<file path="src/hdl/ucdw_pkg.sv">
// ----------------------------------------------------------------------------
// ucdw_pkg: shared types and codes of the configuration descriptor walker
// Payload structs of both channels, the parse-to-output queue entry, record
// type codes, result kinds and record length limits.
// ----------------------------------------------------------------------------
package ucdw_pkg;

  // Result kinds
  localparam logic [2:0] KIND_CONFIG      = 3'd0;
  localparam logic [2:0] KIND_INTERFACE   = 3'd1;
  localparam logic [2:0] KIND_ENDPOINT    = 3'd2;
  localparam logic [2:0] KIND_END_OK      = 3'd3;
  localparam logic [2:0] KIND_END_INVALID = 3'd4;

  // Descriptor type codes
  localparam logic [7:0] TYPE_CONFIG    = 8'd2;
  localparam logic [7:0] TYPE_INTERFACE = 8'd4;
  localparam logic [7:0] TYPE_ENDPOINT  = 8'd5;

  // Record length limits
  localparam logic [7:0] LEN_MIN      = 8'd2;
  localparam logic [7:0] LEN_FULL     = 8'd9;
  localparam logic [7:0] LEN_EP_SHORT = 8'd7;

  // Record bytes 2..8 are captured
  localparam int          CAPTURE_DEPTH = 7;
  localparam logic [7:0]  CAPTURE_FIRST = 8'd2;
  localparam logic [7:0]  CAPTURE_END   = 8'd9;

  localparam int QUEUE_DEPTH_DEFAULT = 2;

  typedef struct packed {
    logic [7:0] data_byte;
    logic       end_of_blob;
  } byte_item_t;

  typedef struct packed {
    logic [2:0]  rec_kind;
    logic [7:0]  id_value;
    logic [7:0]  attributes;
    logic [7:0]  alt_setting;
    logic [7:0]  class_code;
    logic [7:0]  subclass_code;
    logic [7:0]  protocol_code;
    logic [7:0]  string_index;
    logic [7:0]  power_or_interval;
    logic [15:0] max_packet_size;
    logic [7:0]  owner_interface;
    logic        is_last;
  } rec_item_t;

  // One parsed byte's worth of results: an optional record, an optional end
  typedef struct packed {
    logic      has_rec;
    rec_item_t rec;
    logic      has_end;
    logic      end_bad;
  } q_entry_t;

endpackage

</file>
<file path="src/hdl/ucdw_front.sv">
// ----------------------------------------------------------------------------
// ucdw_front: byte parser
// Accepts one blob byte per cycle while accept is high, tracks skip and record position, captures
// record bytes and classifies finished records into queue entries.
// ----------------------------------------------------------------------------
module ucdw_front (
  input  logic               clk,
  input  logic               rst,
  input  logic               accept,
  input  ucdw_pkg::byte_item_t item,
  input  logic               cfg_wr_en,
  input  logic [15:0]        cfg_wr_data,
  output logic               push,
  output ucdw_pkg::q_entry_t entry
);
  import ucdw_pkg::*;

  logic [15:0] skip_count;
  logic [15:0] skip_left, skip_left_next;
  logic [7:0]  byte_pos, byte_pos_next;
  logic [7:0]  rec_length, rec_length_next;
  logic [7:0]  rec_type, rec_type_next;
  logic [7:0]  cap [CAPTURE_DEPTH];
  logic        have_config, have_config_next;
  logic        have_interface, have_interface_next;
  logic [7:0]  current_interface, current_interface_next;
  logic        stopped, stopped_next;
  logic        failed, failed_next;

  logic [7:0]  b;
  logic [7:0]  pos_inc;
  logic [7:0]  type_eff;
  logic [2:0]  cap_idx;
  logic        cap_we;
  logic [7:0]  c [CAPTURE_DEPTH];
  logic        rec_fire;
  rec_item_t   rec;
  logic        end_bad;

  assign b       = item.data_byte;
  assign pos_inc = byte_pos + 8'd1;
  assign cap_idx = 3'(byte_pos - CAPTURE_FIRST);
  // the type byte may arrive on the same cycle as a two-byte record ends
  assign type_eff = (byte_pos == 8'd1) ? b : rec_type;

  always_comb begin
    skip_left_next         = skip_left;
    byte_pos_next          = byte_pos;
    rec_length_next        = rec_length;
    rec_type_next          = rec_type;
    have_config_next       = have_config;
    have_interface_next    = have_interface;
    current_interface_next = current_interface;
    stopped_next           = stopped;
    failed_next            = failed;
    cap_we                 = 1'b0;
    rec_fire               = 1'b0;
    rec                    = '0;
    end_bad                = 1'b0;
    for (int i = 0; i < CAPTURE_DEPTH; i++) begin
      c[i] = cap[i];
    end

    if (accept && !stopped) begin
      if (skip_left != 16'd0) begin
        skip_left_next = skip_left - 16'd1;
      end else if (byte_pos == 8'd0 && b < LEN_MIN) begin
        // short length: stop with ok status
        rec_length_next = b;
        stopped_next    = 1'b1;
      end else begin
        if (byte_pos == 8'd0) begin
          rec_length_next = b;
        end
        if (byte_pos == 8'd1) begin
          rec_type_next = b;
        end
        if (byte_pos >= CAPTURE_FIRST && byte_pos < CAPTURE_END) begin
          cap_we     = 1'b1;
          c[cap_idx] = b;
        end
        byte_pos_next = pos_inc;
        if (pos_inc >= LEN_MIN && pos_inc == rec_length) begin
          byte_pos_next = 8'd0;
          unique if (type_eff == TYPE_CONFIG) begin
            if (rec_length != LEN_FULL) begin
              stopped_next = 1'b1;
              failed_next  = 1'b1;
            end else begin
              have_config_next      = 1'b1;
              have_interface_next   = 1'b0;
              rec_fire              = 1'b1;
              rec.rec_kind          = KIND_CONFIG;
              rec.id_value          = c[3];
              rec.attributes        = c[5];
              rec.string_index      = c[4];
              rec.power_or_interval = c[6];
            end
          end else if (type_eff == TYPE_INTERFACE) begin
            if (rec_length != LEN_FULL || !have_config) begin
              stopped_next = 1'b1;
              failed_next  = 1'b1;
            end else begin
              have_interface_next    = 1'b1;
              current_interface_next = c[0];
              rec_fire               = 1'b1;
              rec.rec_kind           = KIND_INTERFACE;
              rec.id_value           = c[0];
              rec.alt_setting        = c[1];
              rec.class_code         = c[3];
              rec.subclass_code      = c[4];
              rec.protocol_code      = c[5];
              rec.string_index       = c[6];
            end
          end else if (type_eff == TYPE_ENDPOINT) begin
            if ((rec_length != LEN_EP_SHORT && rec_length != LEN_FULL) || !have_interface) begin
              stopped_next = 1'b1;
              failed_next  = 1'b1;
            end else begin
              rec_fire              = 1'b1;
              rec.rec_kind          = KIND_ENDPOINT;
              rec.id_value          = c[0];
              rec.attributes        = c[1];
              rec.power_or_interval = c[4];
              rec.max_packet_size   = {c[3], c[2]};
              rec.owner_interface   = current_interface;
            end
          end else begin
            // other types: skip whole
          end
        end
      end
    end

    if (accept && item.end_of_blob) begin
      end_bad                = failed_next;
      // clear the walk for the next blob
      skip_left_next         = skip_count;
      byte_pos_next          = 8'd0;
      rec_length_next        = 8'd0;
      rec_type_next          = 8'd0;
      have_config_next       = 1'b0;
      have_interface_next    = 1'b0;
      current_interface_next = 8'd0;
      stopped_next           = 1'b0;
      failed_next            = 1'b0;
    end
  end

  assign push          = accept && (rec_fire || item.end_of_blob);
  assign entry.has_rec = rec_fire;
  assign entry.rec     = rec;
  assign entry.has_end = item.end_of_blob;
  assign entry.end_bad = end_bad;

  always_ff @(posedge clk) begin
    if (rst) begin
      skip_count        <= 16'd0;
      skip_left         <= 16'd0;
      byte_pos          <= 8'd0;
      rec_length        <= 8'd0;
      rec_type          <= 8'd0;
      have_config       <= 1'b0;
      have_interface    <= 1'b0;
      current_interface <= 8'd0;
      stopped           <= 1'b0;
      failed            <= 1'b0;
    end else begin
      skip_left         <= skip_left_next;
      byte_pos          <= byte_pos_next;
      rec_length        <= rec_length_next;
      rec_type          <= rec_type_next;
      have_config       <= have_config_next;
      have_interface    <= have_interface_next;
      current_interface <= current_interface_next;
      stopped           <= stopped_next;
      failed            <= failed_next;
      if (cfg_wr_en) begin
        skip_count <= cfg_wr_data;
        skip_left  <= cfg_wr_data;
      end
    end
  end

  always_ff @(posedge clk) begin
    if (cap_we) begin
      cap[cap_idx] <= b;
    end
  end

endmodule

</file>
<file path="src/hdl/ucdw_queue.sv">
// ----------------------------------------------------------------------------
// ucdw_queue: parse-to-output queue
// Small FIFO of parsed entries between the parser and the output stage.
// ----------------------------------------------------------------------------
module ucdw_queue #(
  parameter int DEPTH = ucdw_pkg::QUEUE_DEPTH_DEFAULT
) (
  input  logic               clk,
  input  logic               rst,
  input  logic               push,
  input  ucdw_pkg::q_entry_t push_data,
  input  logic               pop,
  output logic               full,
  output logic               not_empty,
  output ucdw_pkg::q_entry_t head
);
  import ucdw_pkg::*;

  localparam int PTR_W = (DEPTH > 1) ? $clog2(DEPTH) : 1;
  localparam int CNT_W = $clog2(DEPTH + 1);

  q_entry_t           slots [DEPTH];
  logic [PTR_W-1:0]   wr_ptr;
  logic [PTR_W-1:0]   rd_ptr;
  logic [CNT_W-1:0]   count;
  logic               do_push;
  logic               do_pop;

  assign full      = (count == CNT_W'(DEPTH));
  assign not_empty = (count != '0);
  assign do_push   = push && !full;
  assign do_pop    = pop && not_empty;
  assign head      = slots[rd_ptr];

  always_ff @(posedge clk) begin
    if (rst) begin
      wr_ptr <= '0;
      rd_ptr <= '0;
      count  <= '0;
    end else begin
      if (do_push) begin
        wr_ptr <= (wr_ptr == PTR_W'(DEPTH - 1)) ? '0 : wr_ptr + PTR_W'(1);
      end
      if (do_pop) begin
        rd_ptr <= (rd_ptr == PTR_W'(DEPTH - 1)) ? '0 : rd_ptr + PTR_W'(1);
      end
      if (do_push && !do_pop) begin
        count <= count + CNT_W'(1);
      end else if (do_pop && !do_push) begin
        count <= count - CNT_W'(1);
      end
    end
  end

  always_ff @(posedge clk) begin
    if (do_push) begin
      slots[wr_ptr] <= push_data;
    end
  end

endmodule

</file>
<file path="src/hdl/ucdw_back.sv">
// ----------------------------------------------------------------------------
// ucdw_back: result output stage
// Holds one queue entry and hands out its record result, then its final
// status result, one per cycle while rec_stall is low.
// ----------------------------------------------------------------------------
module ucdw_back (
  input  logic               clk,
  input  logic               rst,
  input  logic               q_not_empty,
  input  ucdw_pkg::q_entry_t q_head,
  output logic               q_pop,
  output logic               rec_valid,
  input  logic               rec_stall,
  output ucdw_pkg::rec_item_t rec_data
);
  import ucdw_pkg::*;

  q_entry_t  cur;
  logic      rec_pend;
  logic      end_pend;
  logic      taking;
  logic      last_taken;
  rec_item_t end_rec;

  assign rec_valid  = rec_pend || end_pend;
  assign taking     = rec_valid && !rec_stall;
  // the held entry runs dry on this edge
  assign last_taken = taking && !(rec_pend && end_pend);
  assign q_pop      = q_not_empty && (!rec_valid || last_taken);

  always_comb begin
    end_rec          = '0;
    end_rec.rec_kind = cur.end_bad ? KIND_END_INVALID : KIND_END_OK;
    end_rec.is_last  = 1'b1;
  end

  assign rec_data = rec_pend ? cur.rec : end_rec;

  always_ff @(posedge clk) begin
    if (rst) begin
      rec_pend <= 1'b0;
      end_pend <= 1'b0;
    end else if (q_pop) begin
      rec_pend <= q_head.has_rec;
      end_pend <= q_head.has_end;
    end else if (taking) begin
      if (rec_pend) begin
        rec_pend <= 1'b0;
      end else begin
        end_pend <= 1'b0;
      end
    end
  end

  always_ff @(posedge clk) begin
    if (q_pop) begin
      cur <= q_head;
    end
  end

endmodule

</file>
<file path="src/hdl/usb_config_descriptor_walker.sv">
// ----------------------------------------------------------------------------
// usb_config_descriptor_walker: configuration descriptor walker
// Parses a configuration descriptor blob byte by byte into config,
// interface, endpoint and final status records.
// ----------------------------------------------------------------------------
// The walker takes one blob byte per clock (byte_valid/byte_stall) with no
// gaps of its own: the parser settles each byte in the cycle it is accepted.
// It first drops skip_count leading bytes, then walks length-type records.
// Configuration and interface records must be 9 bytes long and endpoint
// records 7 or 9; other types are skipped. Each good record yields one
// result; the byte flagged end_of_blob also yields a final status result
// (is_last set) after any record result of that byte, and the walk then
// restarts for the next blob with skip_count reloaded. A length or order
// error stops parsing and marks the blob invalid; a length below 2 or a
// record cut off by the end of the blob stops it with ok status. Results
// leave at most one per clock through an output register, so a byte that
// ends both a record and the blob occupies the result port for two results;
// a queue of QUEUE_DEPTH parsed entries between the parser and the output
// stage absorbs this and output stalls, and byte_stall rises only when that
// queue is full. A result passes through a queue slot, then the output register.
// Write skip_count through cfg_wr_en/cfg_wr_data only while idle; a write
// also reloads the skip counter. No clearing pass follows reset.
// ----------------------------------------------------------------------------
module usb_config_descriptor_walker #(
  parameter int QUEUE_DEPTH = ucdw_pkg::QUEUE_DEPTH_DEFAULT
) (
  input  logic                clk,
  input  logic                rst,
  input  logic                byte_valid,
  output logic                byte_stall,
  input  ucdw_pkg::byte_item_t byte_data,
  output logic                rec_valid,
  input  logic                rec_stall,
  output ucdw_pkg::rec_item_t rec_data,
  input  logic                cfg_wr_en,
  input  logic [15:0]         cfg_wr_data
);
  import ucdw_pkg::*;

  logic     accept;
  logic     push;
  q_entry_t entry;
  logic     q_full;
  logic     q_not_empty;
  logic     q_pop;
  q_entry_t q_head;

  // hold the input only when the queue has no room for another entry
  assign byte_stall = q_full;
  assign accept     = byte_valid && !byte_stall;

  ucdw_front u_front (
    .clk        (clk),
    .rst        (rst),
    .accept     (accept),
    .item       (byte_data),
    .cfg_wr_en  (cfg_wr_en),
    .cfg_wr_data(cfg_wr_data),
    .push       (push),
    .entry      (entry)
  );

  ucdw_queue #(
    .DEPTH(QUEUE_DEPTH)
  ) u_queue (
    .clk      (clk),
    .rst      (rst),
    .push     (push),
    .push_data(entry),
    .pop      (q_pop),
    .full     (q_full),
    .not_empty(q_not_empty),
    .head     (q_head)
  );

  ucdw_back u_back (
    .clk        (clk),
    .rst        (rst),
    .q_not_empty(q_not_empty),
    .q_head     (q_head),
    .q_pop      (q_pop),
    .rec_valid  (rec_valid),
    .rec_stall  (rec_stall),
    .rec_data   (rec_data)
  );

endmodule
</file>
<file path="config.mk">
export PLATFORM = sky130hd
export DESIGN_NAME = usb_config_descriptor_walker
export DESIGN_NICKNAME = d
export VERILOG_FILES = /design/src/hdl/ucdw_pkg.sv /design/src/hdl/ucdw_front.sv /design/src/hdl/ucdw_queue.sv /design/src/hdl/ucdw_back.sv /design/src/hdl/usb_config_descriptor_walker.sv
export SDC_FILE = /design/constraint.sdc
export NUM_CORES = 1
export LEC_CHECK = 0
export ABC_CLOCK_PERIOD_IN_PS = 17020
export BUFFER_PORTS_ARGS = -buffer_cell sky130_fd_sc_hd__buf_4
export CELL_PAD_IN_SITES_DETAIL_PLACEMENT = 0
export CELL_PAD_IN_SITES_GLOBAL_PLACEMENT = 1
export CORE_ASPECT_RATIO = 1.2
export CORE_MARGIN = 1
export CORE_UTILIZATION = 36
export CTS_CLUSTER_DIAMETER = 50
export CTS_CLUSTER_SIZE = 12
export DETAILED_ROUTE_END_ITERATION = 8
export PLACE_DENSITY = 0.66
export SYNTH_ARGS = -nofsm -noshare
export SYNTH_HDL_FRONTEND = slang
export SYNTH_SLANG_ARGS = --single-unit
export TNS_END_PERCENT = 10
</file>
<file path="constraint.sdc">
create_clock -name clk -period 17.02 [get_ports clk]
set_input_delay 0.851 -clock clk [delete_from_list [all_inputs] [get_ports clk]]
set_output_delay 0.851 -clock clk [all_outputs]
set_load 0.05 [all_outputs]
</file>
==> impl_results.md <==
* Core area at approximately 48,000 um^2
* Synth Warn # at 0
* Fillers at ~4,500
* Int Pwr at just under 2 mW
* DRT Pass-1 Iters at 5
* Outcome: complete, no violations
* Dpl cells at between 1,500 and 2,000
* Initial antenna violation count at 0
* Hold WC Path Type: reg -> reg
* Die area at about 50,000 um^2
* Clk buf depth at 3
* Final setup vio count at 0
* Max-cap violations at 0
* Flop pwr share at ~48%
* Drt wl/cell at roughly 19 um
* Area contributors post-synth: edfxtp_1 (57%), dfxtp_1 (8.5%), mux2_2 (6.0%)
* GR met2 Demand/Resource at about a quarter
* Met3 usage at ~2.5%
* 1st-iter DRT viols at approximately 590
* Largest net degree at the start of global routing at 96
* Setup Skew at 24.07 ps
* First-pass GRT wire length at between 50 and 60 mm
* Die X at between 200 and 250 um
* Hold Slack at ~450 ps
* Layout cells sized above 1 at about a quarter
* Initial core utilization at between 30% and 40%
* Final WS setup at about 12,000 ps
* M1 GR Usage at about a fifth
* Final Cell Area at 20,440 um^2
* Row cnt at 88
* Global Route Usage Sum at roughly 15%
* Clk sinks at between 400 and 500
* Total gr overflow at 0
* Flops & latches, synth at roughly 400
* Syn_area_per_cell at between 10 and 15 um^2
* Fin cells at 2,048
* PwrDens at approximately 140 nW/um^2
* Drc violations at 0
* Port Buffers at ~120
* RSZ-0062 raised after global routing: no
* Vias in the first global route at between 10,000 and 15,000
* Part of the power in combinational logic at approximately 20%
* Leakage power at between 7 and 8 nW
* Vias at between 10,000 and 15,000
* Required @ worst endpoint at ~17,000 ps
* Syn Nets at roughly 1,300
* CP Class: reg -> reg
* Syn-to-layout area delta at 15.85%
* CTS HTree Levels at 2
* Crit path time final at approximately 4700 ps
* Antenna viol nets, final at 0
* Switch share at 28.44%
* Startpoint types: flip-flop
* Synth top area share at between 50% and 60%
* Syn Inst Count at about 1,300
* Fin crit share at about 28%
* Net switching power figure at just under 0.8 mW
* Largest area contributor in the netlist: edfxtp_1
* Number of buffers created by CTS at 44
* Register area share after synthesis at 65.17%
* Worst Tran Pin Value at ~1200 ps
* Worst skew pair latency at roughly 550 ps
* Mapped Area at about 18,000 um^2
* Post-CTS setup buffer count at 0
* Setup_tns at 0 ps
* Die height at about 240 um
* Diode count at 0
* DP Area at about 19,000 um^2
* Final Slew Violations at 0
* CP endpoint kind: flip-flop
* GP Congestion at 0.8269
* Fmax at approximately 210 MHz
* Critical Path AT at slightly below 5000 ps
* Netlist cell types at 73
* Post-synth EDFFs at approximately 330
* Number of nets in the layout at 1,427
* Post-CTS sizing at 0
* Worst VDD drop at between 0.00007 and 0.00008 V
* Layout Utilization at a little over two fifths
* Root Buffer: clkbuf_16
* Worst Path Max Fanout at 75
* Vias per inst at approximately 5.0
* Fraction of registers with async set/reset at 0%
* TritonCTS clock tree: built
* WL final at between 30 and 40 mm
* Clock Pin Slew Worst Setup and Hold Paths at approximately 60 ps
* Synth Flop Type: edfxtp_1
* GR peak layer: met2
* I/O pins at about 120
* Pwr Total at 2.775 mW
* Clock power frac at 32.5%
* Final hold viol count at 0
* Estimated wirelength of the detail-placed design at around 25 mm
* Max-Slew Margin vs Limit at about 17%
* Hold_buf cts at 0
* Placement Setup Slack at ~12,000 ps
[cell usage in the layout, fill, tap and decap left out, types with 4 or more instances in the layout]
cell type and n:
and2_1 130, o2111ai_1 6, nand4_1 5, or4_1 8
nand2_1 52, nor2_1 82, clkbuf_1 14, or2_2 5
nand2b_1 12, a31o_2 4, xor2_1 11, or3_1 9
ha_1 7, buf_4 135, a211oi_1 11, inv_1 14
nor2_4 22, clkbuf_16 46, o21ai_0 24, nor3_1 11
nor2_2 12, o22ai_1 32, mux2i_1 79, edfxtp_1 333
dfxtp_1 73, a21oi_1 57, xnor2_1 10, nor4_1 6
and3_1 6, mux2_2 94, nand3_1 24, clkinv_2 6
[per-layer routing]
| metal | vias up | share of wire [%] | wire length, um |
|---|---|---|---|
| met5 | - | 0 | 0 |
| met4 | 0 | 2.3 | 864 |
| met3 | 57 | 3.6 | 1364 |
| met2 | 166 | 51 | 19310 |
| met1 | 5014 | 43 | 16450 |
| li1 | 4943 | - | - |
[sequential cells by signal (all words and copies together) (netlist names), 2 cells and up, named ones only]
signal	count
u_front.skip_count	16
u_front.skip_left	16
u_front.cap	56
u_front.byte_pos	8
u_queue.slots	186
u_front.current_interface	8
u_back.cur	91
u_front.rec_length	8
u_queue.count	2
u_front.rec_type	8
[path summary, 6_finish.rpt]
| path | from | end | slack [ps] | cells past startpoint |
|---|---|---|---|---|
| worst min register to register | u_front.current_interface[4]$_SDFFE_PP0P_ | u_front.current_interface[4]$_SDFFE_PP0P_ | 450 | 2 |
| worst max-delay path | u_front.byte_pos[2]$_SDFFE_PP0P_ | u_queue.slots[1][68]$_DFFE_PP_ | 12340 | 9 |
| worst min-delay path | u_front.current_interface[4]$_SDFFE_PP0P_ | u_front.current_interface[4]$_SDFFE_PP0P_ | 450 | 2 |
| worst max register to register | u_front.byte_pos[2]$_SDFFE_PP0P_ | u_queue.slots[1][68]$_DFFE_PP_ | 12340 | 9 |
[power by group through the flow]
stage	registers [mW]	logic [mW]	clock network [mW]
final	1.32	0.552	0.901
after detailed placement	1.35	0.566	0
after floorplan	1.34	0.416	0
after CTS	1.33	0.568	0.928
after global routing	1.34	0.597	0.964
after global placement	1.34	0.565	0
[critical path, stage by stage (launching register included)]
cell	delay [ps]
dfxtp_1	750
nand4_1	250
or3_1	390
a211oi_1	340
nand4_1	290
nor3_4	190
buf_4	340
a21oi_1	230
nor2b_4	520
buf_4	850
[cell type report]
class	instances	area [um^2]	area share, %
flip-flops and latches	408	11510	56.28
clock inverters	14	145.1	0.7099
repair buffers	135	1013	4.957
multi-input cells	785	5715	27.96
inverters	16	72.57	0.3550
well taps	630	788.3	3.856
clock buffers	60	1204	5.887
[cells in the mapped netlist (all sizes together), types with 9 or more instances]
cell / count
mux2: 94
xnor2: 10
or3: 11
dfxtp: 75
nand2: 54
nor2: 116
nand2b: 12
nor4: 9
or4: 11
clkbuf: 53
inv: 15
nor3: 16
o22ai: 32
nand3: 27
buf: 27
a211oi: 11
edfxtp: 333
o21ai: 26
a21oi: 58
and2: 130
xor2: 11
mux2i: 79
[logic make-up after synthesis]
| family | Yosys count | share of synthesized area, % |
|---|---|---|
| AO/OA/AOI/OAI | 163 | 5.701 |
| XOR/XNOR | 23 | 1.297 |
| adder cells (fa/ha/maj) | 7 | 0.4963 |
| buffers and inverters | 96 | 2.673 |
| flip-flops | 408 | 65.17 |
| multiplexers | 173 | 10.48 |
| AND/OR/NAND/NOR | 419 | 14.18 |
(Power assumes the default switching activity.)
